## src/rtl/core/tbqe_pkg.sv

```systemverilog
// Shared types and constants of the three-band biquad equalizer.
package tbqe_pkg;

  localparam int unsigned SAMPLE_W   = 16;
  localparam int unsigned COEF_W     = 20;
  localparam int unsigned COEF_FRAC  = 17;
  localparam int unsigned GAIN_W     = 16;
  localparam int unsigned GAIN_SHIFT = 6;   // *2^9 to Q7.24, then >>15 for Q1.15 gain
  localparam int unsigned NUM_COEF   = 5;
  localparam int unsigned MAX_BANDS  = 3;
  localparam int unsigned BAND_IDX_W = 2;
  localparam int unsigned CFG_DW     = 64;
  localparam int unsigned CFG_AW     = 6;
  localparam int unsigned CONV_FRAC  = 24;
  localparam int          ONE_Q24    = 16777216;
  localparam int          MAX_Q24    = 16776695;
  localparam int          OUT_SCALE  = 32767;

  localparam logic [COEF_W-1:0] COEF_UNITY = 20'h20000;
  localparam logic [GAIN_W-1:0] GAIN_UNITY = 16'h8000;

  typedef enum logic [2:0] {
    REG_B0,
    REG_B1,
    REG_B2,
    REG_A1,
    REG_A2,
    REG_PRE_GAIN,
    REG_EQ_ENABLE
  } reg_idx_e;

  typedef logic [NUM_COEF-1:0][MAX_BANDS-1:0][COEF_W-1:0] coef_t;

  typedef struct packed {
    coef_t             coef;
    logic [GAIN_W-1:0] pre_gain;
    logic              enable;
  } cfg_t;

  typedef struct packed {
    logic rd;
    logic wr_z1;
    logic wr_z2;
    logic clear;
  } mem_ctl_t;

  typedef enum logic [3:0] {
    ST_IDLE,
    ST_PRE,
    ST_X,
    ST_MB0,
    ST_Y,
    ST_A1,
    ST_B2,
    ST_A2,
    ST_Z2,
    ST_CONV,
    ST_RES,
    ST_OUT
  } state_e;

endpackage

```

## src/rtl/core/tbqe_item_if.sv

```systemverilog
// Item channels of the equalizer: sample input and equalized output.
interface tbqe_in_if import tbqe_pkg::*; ();
  logic                       valid;
  logic                       ready;
  logic                       action;
  logic signed [SAMPLE_W-1:0] sample_in;
  logic                       channel;

  modport source (output valid, action, sample_in, channel, input ready);
  modport sink   (input valid, action, sample_in, channel, output ready);
endinterface

interface tbqe_out_if import tbqe_pkg::*; ();
  logic                       valid;
  logic                       ready;
  logic signed [SAMPLE_W-1:0] sample_out;

  modport source (output valid, sample_out, input ready);
  modport sink   (input valid, sample_out, output ready);
endinterface

```

## src/rtl/core/tbqe_cfg_regs.sv

```systemverilog
// APB configuration registers of the equalizer.
module tbqe_cfg_regs import tbqe_pkg::*; (
  input  logic              clk_i,
  input  logic              rst_ni,
  input  logic              psel,
  input  logic              penable,
  input  logic              pwrite,
  input  logic [CFG_AW-1:0] paddr,
  input  logic [CFG_DW-1:0] pwdata,
  output logic [CFG_DW-1:0] prdata,
  output logic              pready,
  output cfg_t              cfg_o
);

  cfg_t     cfg_q;
  reg_idx_e idx;
  logic     wr_en;

  assign idx    = reg_idx_e'(paddr[CFG_AW-1:3]);
  assign wr_en  = psel && penable && pwrite;
  assign pready = 1'b1;
  assign cfg_o  = cfg_q;

  always_ff @(posedge clk_i or negedge rst_ni) begin
    if (!rst_ni) begin
      cfg_q.coef           <= coef_t'({MAX_BANDS{COEF_UNITY}});
      cfg_q.pre_gain       <= GAIN_UNITY;
      cfg_q.enable         <= 1'b1;
    end else if (wr_en) begin
      case (idx)
        REG_B0, REG_B1, REG_B2, REG_A1, REG_A2: begin
          cfg_q.coef[idx] <= pwdata[MAX_BANDS*COEF_W-1:0];
        end
        REG_PRE_GAIN:  cfg_q.pre_gain <= pwdata[GAIN_W-1:0];
        REG_EQ_ENABLE: cfg_q.enable   <= pwdata[0];
        default: ;
      endcase
    end
  end

  always_comb begin
    prdata = '0;
    case (idx)
      REG_B0, REG_B1, REG_B2, REG_A1, REG_A2: begin
        prdata = CFG_DW'(cfg_q.coef[idx]);
      end
      REG_PRE_GAIN:  prdata = CFG_DW'(cfg_q.pre_gain);
      REG_EQ_ENABLE: prdata = CFG_DW'(cfg_q.enable);
      default:       prdata = '0;
    endcase
  end

endmodule

```

## src/rtl/core/tbqe_delay_mem.sv

```systemverilog
// Delay-term memories (z1, z2) per band and channel, with per-entry valid bits.
module tbqe_delay_mem import tbqe_pkg::*; #(
  parameter int unsigned DEPTH = 6,
  parameter int unsigned AW    = 3,
  parameter int unsigned SW    = 32
) (
  input  logic                 clk_i,
  input  logic                 rst_ni,
  input  mem_ctl_t             ctl_i,
  input  logic [AW-1:0]        rd_addr_i,
  input  logic [AW-1:0]        wr_addr_i,
  input  logic signed [SW-1:0] wdata_i,
  output logic signed [SW-1:0] z1_o,
  output logic signed [SW-1:0] z2_o
);

  logic [SW-1:0]    z1_mem [DEPTH];
  logic [SW-1:0]    z2_mem [DEPTH];
  logic [SW-1:0]    rd_z1_q;
  logic [SW-1:0]    rd_z2_q;
  logic             rd_valid_q;
  logic [DEPTH-1:0] valid_q;

  always_ff @(posedge clk_i) begin
    if (ctl_i.wr_z1) begin
      z1_mem[wr_addr_i] <= wdata_i;
    end
    if (ctl_i.wr_z2) begin
      z2_mem[wr_addr_i] <= wdata_i;
    end
    if (ctl_i.rd) begin
      rd_z1_q <= z1_mem[rd_addr_i];
      rd_z2_q <= z2_mem[rd_addr_i];
    end
  end

  // an entry counts as written once its z2 lands; z1 of that entry is written earlier
  always_ff @(posedge clk_i or negedge rst_ni) begin
    if (!rst_ni) begin
      valid_q    <= '0;
      rd_valid_q <= 1'b0;
    end else begin
      if (ctl_i.clear) begin
        valid_q <= '0;
      end else if (ctl_i.wr_z2) begin
        valid_q[wr_addr_i] <= 1'b1;
      end
      if (ctl_i.rd) begin
        rd_valid_q <= valid_q[rd_addr_i];
      end
    end
  end

  assign z1_o = rd_valid_q ? $signed(rd_z1_q) : '0;
  assign z2_o = rd_valid_q ? $signed(rd_z2_q) : '0;

  a_clear_alone: assert property (@(posedge clk_i) disable iff (!rst_ni)
    ctl_i.clear |-> !(ctl_i.rd || ctl_i.wr_z1 || ctl_i.wr_z2))
    else $error("clear overlaps a memory access");

  a_rw_apart: assert property (@(posedge clk_i) disable iff (!rst_ni)
    (ctl_i.rd && (ctl_i.wr_z1 || ctl_i.wr_z2)) |-> (rd_addr_i != wr_addr_i))
    else $error("read and write hit the same entry");

  a_clear_empties: assert property (@(posedge clk_i) disable iff (!rst_ni)
    ctl_i.clear |=> ($countones(valid_q) == 0))
    else $error("entries still valid after clear");

endmodule

```

## src/rtl/core/tbqe_engine.sv

```systemverilog
// Sequencer and shared-multiplier datapath of the biquad cascade.
module tbqe_engine import tbqe_pkg::*; #(
  parameter int unsigned NUM_CHANNELS = 2,
  parameter int unsigned NUM_BANDS    = 3,
  parameter int unsigned SW           = 32,
  parameter int unsigned AW           = 3
) (
  input  logic                 clk_i,
  input  logic                 rst_ni,
  input  cfg_t                 cfg_i,
  tbqe_in_if.sink              in_i,
  tbqe_out_if.source           res_o,
  output mem_ctl_t             mem_ctl_o,
  output logic [AW-1:0]        rd_addr_o,
  output logic [AW-1:0]        wr_addr_o,
  output logic signed [SW-1:0] wdata_o,
  input  logic signed [SW-1:0] z1_i,
  input  logic signed [SW-1:0] z2_i
);

  localparam int unsigned BW     = (NUM_BANDS > 1) ? $clog2(NUM_BANDS) : 1;
  localparam int unsigned WW     = SW + 5;
  localparam int unsigned PROD_W = SW + COEF_W;
  localparam int unsigned CV_W   = 26;
  localparam int unsigned CP_W   = CV_W + SAMPLE_W + 1;

  state_e state_q, state_d;

  logic signed [SAMPLE_W-1:0] sample_q, sample_d;
  logic                       ch_q, ch_d;
  logic [BW-1:0]              band_q, band_d;
  logic signed [SW-1:0]       x_q, x_d;
  logic signed [SW-1:0]       y_q, y_d;
  logic signed [WW-1:0]       acc_q, acc_d;
  logic signed [PROD_W-1:0]   prod_q, prod_d;
  logic signed [CP_W-1:0]     cprod_q, cprod_d;
  logic                       low_q, low_d;
  logic signed [SAMPLE_W-1:0] res_q, res_d;
  logic signed [SAMPLE_W-1:0] out_data_q;
  logic                       out_valid_q;
  logic                       out_load;
  logic                       accept;
  logic                       last_band;

  reg_idx_e                   coef_sel;
  logic [BAND_IDX_W-1:0]      band_idx;
  logic signed [COEF_W-1:0]   mul_a;
  logic signed [SW-1:0]       mul_b;
  logic signed [PROD_W-1:0]   shr_coef;
  logic signed [PROD_W-1:0]   shr_gain;
  logic signed [WW-1:0]       term;
  logic signed [WW-1:0]       gained;
  logic signed [40:0]         v_ext;
  logic signed [CV_W-1:0]     v_clamp;
  logic signed [CP_W-1:0]     c_round;
  logic signed [CP_W-1:0]     c_shift;

  function automatic logic signed [SW-1:0] sat(input logic signed [WW-1:0] v);
    logic signed [SW-1:0] r;
    if (&v[WW-1:SW-1] || ~|v[WW-1:SW-1]) begin
      r = v[SW-1:0];
    end else if (v[WW-1]) begin
      r = {1'b1, {(SW-1){1'b0}}};
    end else begin
      r = {1'b0, {(SW-1){1'b1}}};
    end
    return r;
  endfunction

  function automatic logic [AW-1:0] addr_of(input logic [BW-1:0] b, input logic c);
    return AW'(AW'(b) * AW'(NUM_CHANNELS) + AW'(c));
  endfunction

  assign accept    = in_i.valid && in_i.ready;
  assign last_band = (band_q == BW'(NUM_BANDS - 1));
  assign band_idx  = BAND_IDX_W'(band_q);
  assign out_load  = (state_q == ST_OUT) && (!out_valid_q || res_o.ready);

  assign shr_coef = prod_q >>> COEF_FRAC;
  assign shr_gain = prod_q >>> GAIN_SHIFT;
  assign term     = shr_coef[WW-1:0];
  assign gained   = shr_gain[WW-1:0];
  assign prod_d   = PROD_W'(mul_a) * PROD_W'(mul_b);

  // output conversion: clamp to [-1, 0.999969], scale by 32767, truncate toward zero
  assign v_ext   = 41'(y_q);
  assign v_clamp = (v_ext > MAX_Q24) ? CV_W'(MAX_Q24) : v_ext[CV_W-1:0];
  assign c_round = cprod_q + CP_W'((ONE_Q24 - 1));
  assign c_shift = (cprod_q[CP_W-1] ? c_round : cprod_q) >>> CONV_FRAC;

  always_comb begin
    state_d = state_q;
    case (state_q)
      ST_IDLE: begin
        if (accept) begin
          if (in_i.action) begin
            state_d = ST_IDLE;
          end else if (!cfg_i.enable) begin
            state_d = ST_OUT;
          end else begin
            state_d = ST_PRE;
          end
        end
      end
      ST_PRE:  state_d = ST_X;
      ST_X:    state_d = ST_MB0;
      ST_MB0:  state_d = ST_Y;
      ST_Y:    state_d = ST_A1;
      ST_A1:   state_d = ST_B2;
      ST_B2:   state_d = ST_A2;
      ST_A2:   state_d = ST_Z2;
      ST_Z2:   state_d = last_band ? ST_CONV : ST_MB0;
      ST_CONV: state_d = ST_RES;
      ST_RES:  state_d = ST_OUT;
      ST_OUT: begin
        if (out_load) begin
          state_d = ST_IDLE;
        end
      end
      default: state_d = ST_IDLE;
    endcase
  end

  always_comb begin
    in_i.ready = 1'b0;
    mem_ctl_o  = '0;
    rd_addr_o  = addr_of(band_q, ch_q);
    wr_addr_o  = addr_of(band_q, ch_q);
    wdata_o    = sat(acc_q);
    coef_sel   = REG_B0;
    mul_a      = '0;
    mul_b      = x_q;
    sample_d   = sample_q;
    ch_d       = ch_q;
    band_d     = band_q;
    x_d        = x_q;
    y_d        = y_q;
    acc_d      = acc_q;
    cprod_d    = cprod_q;
    low_d      = low_q;
    res_d      = res_q;
    case (state_q)
      ST_IDLE: begin
        in_i.ready = 1'b1;
        if (accept) begin
          sample_d        = in_i.sample_in;
          ch_d            = in_i.channel && (NUM_CHANNELS > 1);
          band_d          = '0;
          res_d           = in_i.sample_in;
          mem_ctl_o.clear = in_i.action;
        end
      end
      ST_PRE: begin
        mul_a = $signed({{(COEF_W-GAIN_W){1'b0}}, cfg_i.pre_gain});
        mul_b = SW'(sample_q);
      end
      ST_X: begin
        x_d          = sat(gained);
        mem_ctl_o.rd = 1'b1;
      end
      ST_MB0: begin
        coef_sel = REG_B0;
        mul_a    = cfg_i.coef[coef_sel][band_idx];
      end
      ST_Y: begin
        y_d      = sat(term + WW'(z1_i));
        coef_sel = REG_B1;
        mul_a    = cfg_i.coef[coef_sel][band_idx];
      end
      ST_A1: begin
        acc_d    = term + WW'(z2_i);
        coef_sel = REG_A1;
        mul_a    = cfg_i.coef[coef_sel][band_idx];
        mul_b    = y_q;
      end
      ST_B2: begin
        acc_d    = acc_q - term;
        coef_sel = REG_B2;
        mul_a    = cfg_i.coef[coef_sel][band_idx];
      end
      ST_A2: begin
        mem_ctl_o.wr_z1 = 1'b1;
        wdata_o         = sat(acc_q);
        acc_d           = term;
        coef_sel        = REG_A2;
        mul_a           = cfg_i.coef[coef_sel][band_idx];
        mul_b           = y_q;
      end
      ST_Z2: begin
        mem_ctl_o.wr_z2 = 1'b1;
        wdata_o         = sat(acc_q - term);
        if (!last_band) begin
          band_d       = BW'(band_q + 1'b1);
          x_d          = y_q;
          mem_ctl_o.rd = 1'b1;
          rd_addr_o    = addr_of(BW'(band_q + 1'b1), ch_q);
        end
      end
      ST_CONV: begin
        low_d   = (v_ext <= -ONE_Q24);
        cprod_d = CP_W'(v_clamp) * CP_W'(OUT_SCALE);
      end
      ST_RES: begin
        res_d = low_q ? {1'b1, {(SAMPLE_W-1){1'b0}}} : c_shift[SAMPLE_W-1:0];
      end
      ST_OUT: ;
      default: ;
    endcase
  end

  always_ff @(posedge clk_i or negedge rst_ni) begin
    if (!rst_ni) begin
      state_q     <= ST_IDLE;
      out_valid_q <= 1'b0;
    end else begin
      state_q <= state_d;
      if (out_load) begin
        out_valid_q <= 1'b1;
      end else if (res_o.ready) begin
        out_valid_q <= 1'b0;
      end
    end
  end

  always_ff @(posedge clk_i) begin
    sample_q <= sample_d;
    ch_q     <= ch_d;
    band_q   <= band_d;
    x_q      <= x_d;
    y_q      <= y_d;
    acc_q    <= acc_d;
    prod_q   <= prod_d;
    cprod_q  <= cprod_d;
    low_q    <= low_d;
    res_q    <= res_d;
    if (out_load) begin
      out_data_q <= res_q;
    end
  end

  assign res_o.valid      = out_valid_q;
  assign res_o.sample_out = out_data_q;

endmodule

```

## src/rtl/core/three_band_biquad_equalizer_core.sv

```systemverilog
// Three-band equalizer: cascaded TDF-II biquads (bass shelf, mid peak, treble
// shelf) on signed 16-bit PCM. A sample is scaled to Q7.24, multiplied by the
// Q1.15 pre-gain, filtered band by band with Q2.17 coefficients, clamped to
// [-1, 0.999969] and converted back to 16 bits. The delay terms of every band
// and channel sit in two small synchronous memories that are read once and
// written back once per band. One item is processed at a time, set by the
// single shared multiplier that does the pre-gain product and five products
// per band: a filtered sample passes the pre-gain, each band in turn and the
// output conversion before it reaches the output register, and only then is
// the next item taken. A pass-through sample (eq_enable low) skips the filter
// and goes to the output register unfiltered; a clear item gives no result.
// A result the receiver has not yet taken holds the next one back.
// Clear is a single-cycle invalidation of the delay memories; no clearing pass
// follows reset.
module three_band_biquad_equalizer_core import tbqe_pkg::*; #(
  parameter int unsigned NUM_CHANNELS = 2,
  parameter int unsigned NUM_BANDS    = 3,
  parameter int unsigned SIGNAL_WIDTH = 32
) (
  input  logic              clk_i,
  input  logic              rst_ni,
  input  logic              psel,
  input  logic              penable,
  input  logic              pwrite,
  input  logic [CFG_AW-1:0] paddr,
  input  logic [CFG_DW-1:0] pwdata,
  output logic [CFG_DW-1:0] prdata,
  output logic              pready,
  tbqe_in_if.sink           in_i,
  tbqe_out_if.source        res_o
);

  localparam int unsigned DEPTH = NUM_BANDS * NUM_CHANNELS;
  localparam int unsigned AW    = (DEPTH > 1) ? $clog2(DEPTH) : 1;

  cfg_t                           cfg;
  mem_ctl_t                       mem_ctl;
  logic [AW-1:0]                  rd_addr;
  logic [AW-1:0]                  wr_addr;
  logic signed [SIGNAL_WIDTH-1:0] wdata;
  logic signed [SIGNAL_WIDTH-1:0] z1;
  logic signed [SIGNAL_WIDTH-1:0] z2;

  tbqe_cfg_regs u_cfg_regs (
    .clk_i   (clk_i),
    .rst_ni  (rst_ni),
    .psel    (psel),
    .penable (penable),
    .pwrite  (pwrite),
    .paddr   (paddr),
    .pwdata  (pwdata),
    .prdata  (prdata),
    .pready  (pready),
    .cfg_o   (cfg)
  );

  tbqe_delay_mem #(
    .DEPTH (DEPTH),
    .AW    (AW),
    .SW    (SIGNAL_WIDTH)
  ) u_delay_mem (
    .clk_i     (clk_i),
    .rst_ni    (rst_ni),
    .ctl_i     (mem_ctl),
    .rd_addr_i (rd_addr),
    .wr_addr_i (wr_addr),
    .wdata_i   (wdata),
    .z1_o      (z1),
    .z2_o      (z2)
  );

  tbqe_engine #(
    .NUM_CHANNELS (NUM_CHANNELS),
    .NUM_BANDS    (NUM_BANDS),
    .SW           (SIGNAL_WIDTH),
    .AW           (AW)
  ) u_engine (
    .clk_i     (clk_i),
    .rst_ni    (rst_ni),
    .cfg_i     (cfg),
    .in_i      (in_i),
    .res_o     (res_o),
    .mem_ctl_o (mem_ctl),
    .rd_addr_o (rd_addr),
    .wr_addr_o (wr_addr),
    .wdata_o   (wdata),
    .z1_i      (z1),
    .z2_i      (z2)
  );

endmodule
```

## src/flat_wrapper.sv

```systemverilog
// flat-port wrapper written by rule: the top's interface ports become plain ports
module three_band_biquad_equalizer_core_flat import tbqe_pkg::*;
#(
  parameter int unsigned NUM_CHANNELS = 2,
  parameter int unsigned NUM_BANDS    = 3,
  parameter int unsigned SIGNAL_WIDTH = 32
)
  (clk_i, rst_ni, psel, penable, pwrite, paddr, pwdata, prdata, pready, in_i_valid, in_i_action, in_i_sample_in, in_i_channel, in_i_ready, res_o_valid, res_o_sample_out, res_o_ready);
  tbqe_in_if in_i_i ();
  tbqe_out_if res_o_i ();
  input  logic clk_i;
  input  logic rst_ni;
  input  logic psel;
  input  logic penable;
  input  logic pwrite;
  input  logic [CFG_AW-1:0] paddr;
  input  logic [CFG_DW-1:0] pwdata;
  output logic [CFG_DW-1:0] prdata;
  output logic pready;
  input wire logic [$bits(in_i_i.valid)-1:0] in_i_valid;
  input wire logic [$bits(in_i_i.action)-1:0] in_i_action;
  input wire logic [$bits(in_i_i.sample_in)-1:0] in_i_sample_in;
  input wire logic [$bits(in_i_i.channel)-1:0] in_i_channel;
  output wire logic [$bits(in_i_i.ready)-1:0] in_i_ready;
  output wire logic [$bits(res_o_i.valid)-1:0] res_o_valid;
  output wire logic [$bits(res_o_i.sample_out)-1:0] res_o_sample_out;
  input wire logic [$bits(res_o_i.ready)-1:0] res_o_ready;
  assign in_i_i.valid = in_i_valid;
  assign in_i_i.action = in_i_action;
  assign in_i_i.sample_in = in_i_sample_in;
  assign in_i_i.channel = in_i_channel;
  assign in_i_ready = in_i_i.ready;
  assign res_o_valid = res_o_i.valid;
  assign res_o_sample_out = res_o_i.sample_out;
  assign res_o_i.ready = res_o_ready;
  three_band_biquad_equalizer_core #(.NUM_CHANNELS(NUM_CHANNELS), .NUM_BANDS(NUM_BANDS), .SIGNAL_WIDTH(SIGNAL_WIDTH)) u_core (.clk_i(clk_i), .rst_ni(rst_ni), .psel(psel), .penable(penable), .pwrite(pwrite), .paddr(paddr), .pwdata(pwdata), .prdata(prdata), .pready(pready), .in_i(in_i_i), .res_o(res_o_i));
endmodule
```

## config.mk

```make
export PLATFORM = sky130hd
export DESIGN_NAME = three_band_biquad_equalizer_core_flat
export DESIGN_NICKNAME = d
export VERILOG_FILES = /design/src/rtl/core/tbqe_pkg.sv /design/src/rtl/core/tbqe_item_if.sv /design/src/rtl/core/tbqe_cfg_regs.sv /design/src/rtl/core/tbqe_delay_mem.sv /design/src/rtl/core/tbqe_engine.sv /design/src/rtl/core/three_band_biquad_equalizer_core.sv /design/src/flat_wrapper.sv
export SDC_FILE = /design/constraint.sdc
export NUM_CORES = 2
export LEC_CHECK = 0
export BUFFER_PORTS_ARGS = -buffer_cell sky130_fd_sc_hd__buf_2
export CORE_MARGIN = 2
export CORE_UTILIZATION = 26
export CTS_CLUSTER_DIAMETER = 120
export DETAILED_ROUTE_END_ITERATION = 16
export GPL_TIMING_DRIVEN = 0
export HOLD_SLACK_MARGIN = 0.05
export MAX_ROUTING_LAYER = met4
export PLACE_DENSITY = 0.52
export SYNTH_ARGS = -nofsm -noshare
export SYNTH_HDL_FRONTEND = slang
export SYNTH_SLANG_ARGS = --single-unit
```

## constraint.sdc

```tcl
create_clock -name clk_i -period 10 [get_ports clk_i]
set_input_delay 2 -clock clk_i [delete_from_list [all_inputs] [get_ports clk_i]]
set_output_delay 2 -clock clk_i [all_outputs]
set_load 0.02 [all_outputs]
```

==> flow_metrics.tcl <==
set metrics [dict create \
    status "finished, violations left" \
    violations "capacitance limit" \
    timing_worst_slew_pin_value_ns 1.50 \
    ys_seq_elements 1017 \
    timing.setup.tns_ns 0 \
    whs_ns 0.419 \
    yosys.area.top_type "edfxtp_1" \
    slew_headroom_pct 0.195 \
    path_clk_slew_ns 0.06 \
    min_path_cells 0 \
    grt_usage_pct 19.8 \
    hold_path.class "reg2reg" \
    cap_violations 1 \
    antenna_left 0 \
    core_area_um2 309000 \
    io_buffer_count 164 \
    fin_crit_sh_pct 98.2 \
    drt_iter0_drc 5377 \
    grt_max_degree 119 \
    cts_tree "built" \
    gp_congestion 0.983 \
    path_max_fanout 10 \
    grt_pass1_vias 61300 \
    die_x_um 562 \
    synth_top_cells_by_area "edfxtp_1, fa_1, dfrtp_1, inv_1, ha_1" \
    start_kind "register" \
    synth_area_per_cell_um2 11.0 \
    remaining_drc_errors 0 \
    dieArea_um2 316000 \
    dp_hpwl_um 245000 \
    cpMaxStageDelayCell "a221oi_4" \
    rr_worst_depth 35 \
    holdBufCountCts 0 \
    grt_pass1_wl_um 443000 \
    drv_slew 0 \
    yosysWarningCount 0 \
    postSynthCellCount 7373 \
    stdcell_count 12000 \
    cts_max_level 3 \
    antenna_found_initial 35 \
    critPathKind "reg2reg" \
    clock-sinks 1017 \
    io-pin-count 178 \
    worst_ep_required_time_ns 10.67 \
    firstDrtPassIters 6 \
    yosysTopAreaCellShare_pct 23.8 \
    synth.cell_area_um2 81000 \
    vias_per_cell 4.96 \
    synth_edf_count 642 \
    async_reset_ff_share_pct 32.4 \
    finalCoreUtilization_pct 30.2 \
    finalSetupViolCount 0 \
    crit_arrival_ns 10.49 \
    numCtsBuffers 116 \
    via_count 59300 \
    finalCriticalPeriod_ns 9.82 \
    gr-total-overflow 0 \
    fin_skew_ns 0.117 \
    layout.nets 9062 \
    routed_wl_um 308000 \
    end_kind "register" \
    cts-root-buf "clkbuf_16" \
    start_util_pct 26.2 \
    cp_common_cell "fa_1" \
    detail_route.wl_per_cell_um 25.7 \
    worstSkewPairLatency_ns 0.84 \
    num_rows 204 \
    final-hold-violation-count 0 \
    synth-main-ff-cell "edfxtp_1" \
    drive_gt1_share_pct 15.6 \
    ys_seq_area_share_pct 35.1 \
    chipHeight_um 562 \
    dp_cells 11700 \
    fmax_mhz 102 \
    ys_types 108 \
    cts_max_path_buffers 3 \
    crit_path_max_incr_delay_ns 0.60 \
    syn2layout_area_growth_pct 15.4 \
]
==> worst paths after layout <==
kind | from | to | slack [ns]
max | u_core.u_engine.state_q[2] | u_core.u_engine.prod_q[50] | 0.18
min | u_core.u_engine.res_q[13] | u_core.u_engine.res_o.sample_out[13] | 0.42
max reg2reg | u_core.u_engine.state_q[2] | u_core.u_engine.prod_q[50] | 0.18
min reg2reg | u_core.u_engine.res_q[13] | u_core.u_engine.res_o.sample_out[13] | 0.42
max in group asynchronous | rst_ni | u_core.u_cfg_regs.cfg_o[239] | 7.61
min in group asynchronous | rst_ni | u_core.u_cfg_regs.cfg_o[222] | 1.14
==> synth_stat cells, drive strengths merged, types with 20 or more instances <==
master and number:
nor2 443, a221o 37, nand2b 81, a21o 114, mux2 368, nand3 57, a21oi 303, and3 33
or2 38, inv 1160, dfrtp 324, a211oi 26, a221oi 73, mux2i 156, clkbuf 267, and2 99
fa 899, nor3 42, mux4 69, edfxtp 642, o21bai 22, ha 332, buf 102, nor4 20
xnor2 128, a31oi 41, nor2b 29, dfxtp 46, nand2 566, o22ai 95, xor2 73, a22oi 163
nand4 28, o21ai 304
==> kinds of logic after synthesis <==
family,after synthesis,share of synthesized area [%]
adders and majority gates,1231,27.4
other,2,0.00928
muxes,593,8.97
and+or+nand+nor,1493,8.47
xor gates and xnor gates,201,2.17
AOI/OAI and AO/OA,1307,10.6
buffers and inverters,1529,7.24
DFF,1017,35.1
==> timing repair <==
item / 4_1_cts / 5_1_grt
setup buffers: 17 / 15
endpoints found under the setup margin: 46 / 26
pin swaps: 22 / 24
resized for setup: 233 / 105
gates cloned: 1 / 1
endpoints found under the hold margin: 0 / 0
==> through the flow <==
stage | cell area, um^2 | setup WS (ns)
5_1_grt | 93400 | -0.0376
6_report | 93400 | 0.183
2_1_floorplan | 81000 | 1.00
3_3_place_gp | 86900 | -3.38
3_5_place_dp | 88000 | -3.53
4_1_cts | 92900 | 0.00516
==> critical path, delay by kind of cell, from the launching register on <==
family                   cells  cell delay [ns]
AO/OA/AOI/OAI                7             1.75
XOR/XNOR                     1             0.19
adder cells (fa/ha/maj)      8             3.96
buffers and inverters       12             2.11
flip-flops                   1             0.37
AND/OR/NAND/NOR              7             1.32
==> placed cells by master, fill, tap and decap left out, types with 254 or more instances in the layout <==
master       n
nor2_1     441
o21ai_0    254
inv_1     1157
fa_1       896
mux2_2     368
edfxtp_1   642
dfrtp_1    324
a21oi_1    280
nand2_1    560
ha_1       328
==> cell type report <==
class                   count  area, um^2
plain buffers             347        1860
diodes                     13        32.5
clock inverters            68         852
repair buffers            264        2060
multi-input cells        4830       47500
clock buffers             149        3110
well taps                4120        5150
fillers                 31900      216000
flip-flops and latches   1017       28400
inverters                1160        4360
==> routing by layer <==
layer / GRT usage [%] / vias up / share of wire [%]
li1: - / 25700 / -
met1: 26.1 / 30900 / 43
met5: - / - / 0
met4: 8.37 / 0 / 5.0
met3: 3.02 / 585 / 6.6
met2: 30.4 / 2234 / 45
==> registers in the layout, indices dropped and copies added, names as in the netlist, 4 cells and up <==
| register | flops |
|---|---|
| u_core.u_delay_mem.z1_mem | 192 |
| u_core.u_delay_mem.rd_z1_q | 32 |
| u_core.u_engine.state_q | 4 |
| u_core.u_engine.cprod_q | 41 |
| u_core.u_delay_mem.valid_q | 6 |
| u_core.u_engine.res_o.sample_out | 16 |
| u_core.u_delay_mem.rd_z2_q | 32 |
| u_core.u_delay_mem.z2_mem | 192 |
| u_core.u_engine.x_q | 32 |
| u_core.u_engine.prod_q | 46 |
| u_core.u_engine.acc_q | 37 |
| u_core.u_engine.sample_q | 16 |
| u_core.u_engine.res_q | 16 |
| u_core.u_engine.y_q | 32 |
| u_core.u_cfg_regs.cfg_o | 317 |
Power is left out: the tool's default activity adds up to more than one toggle a clock period on the data nets, which glitch-free logic cannot reach.
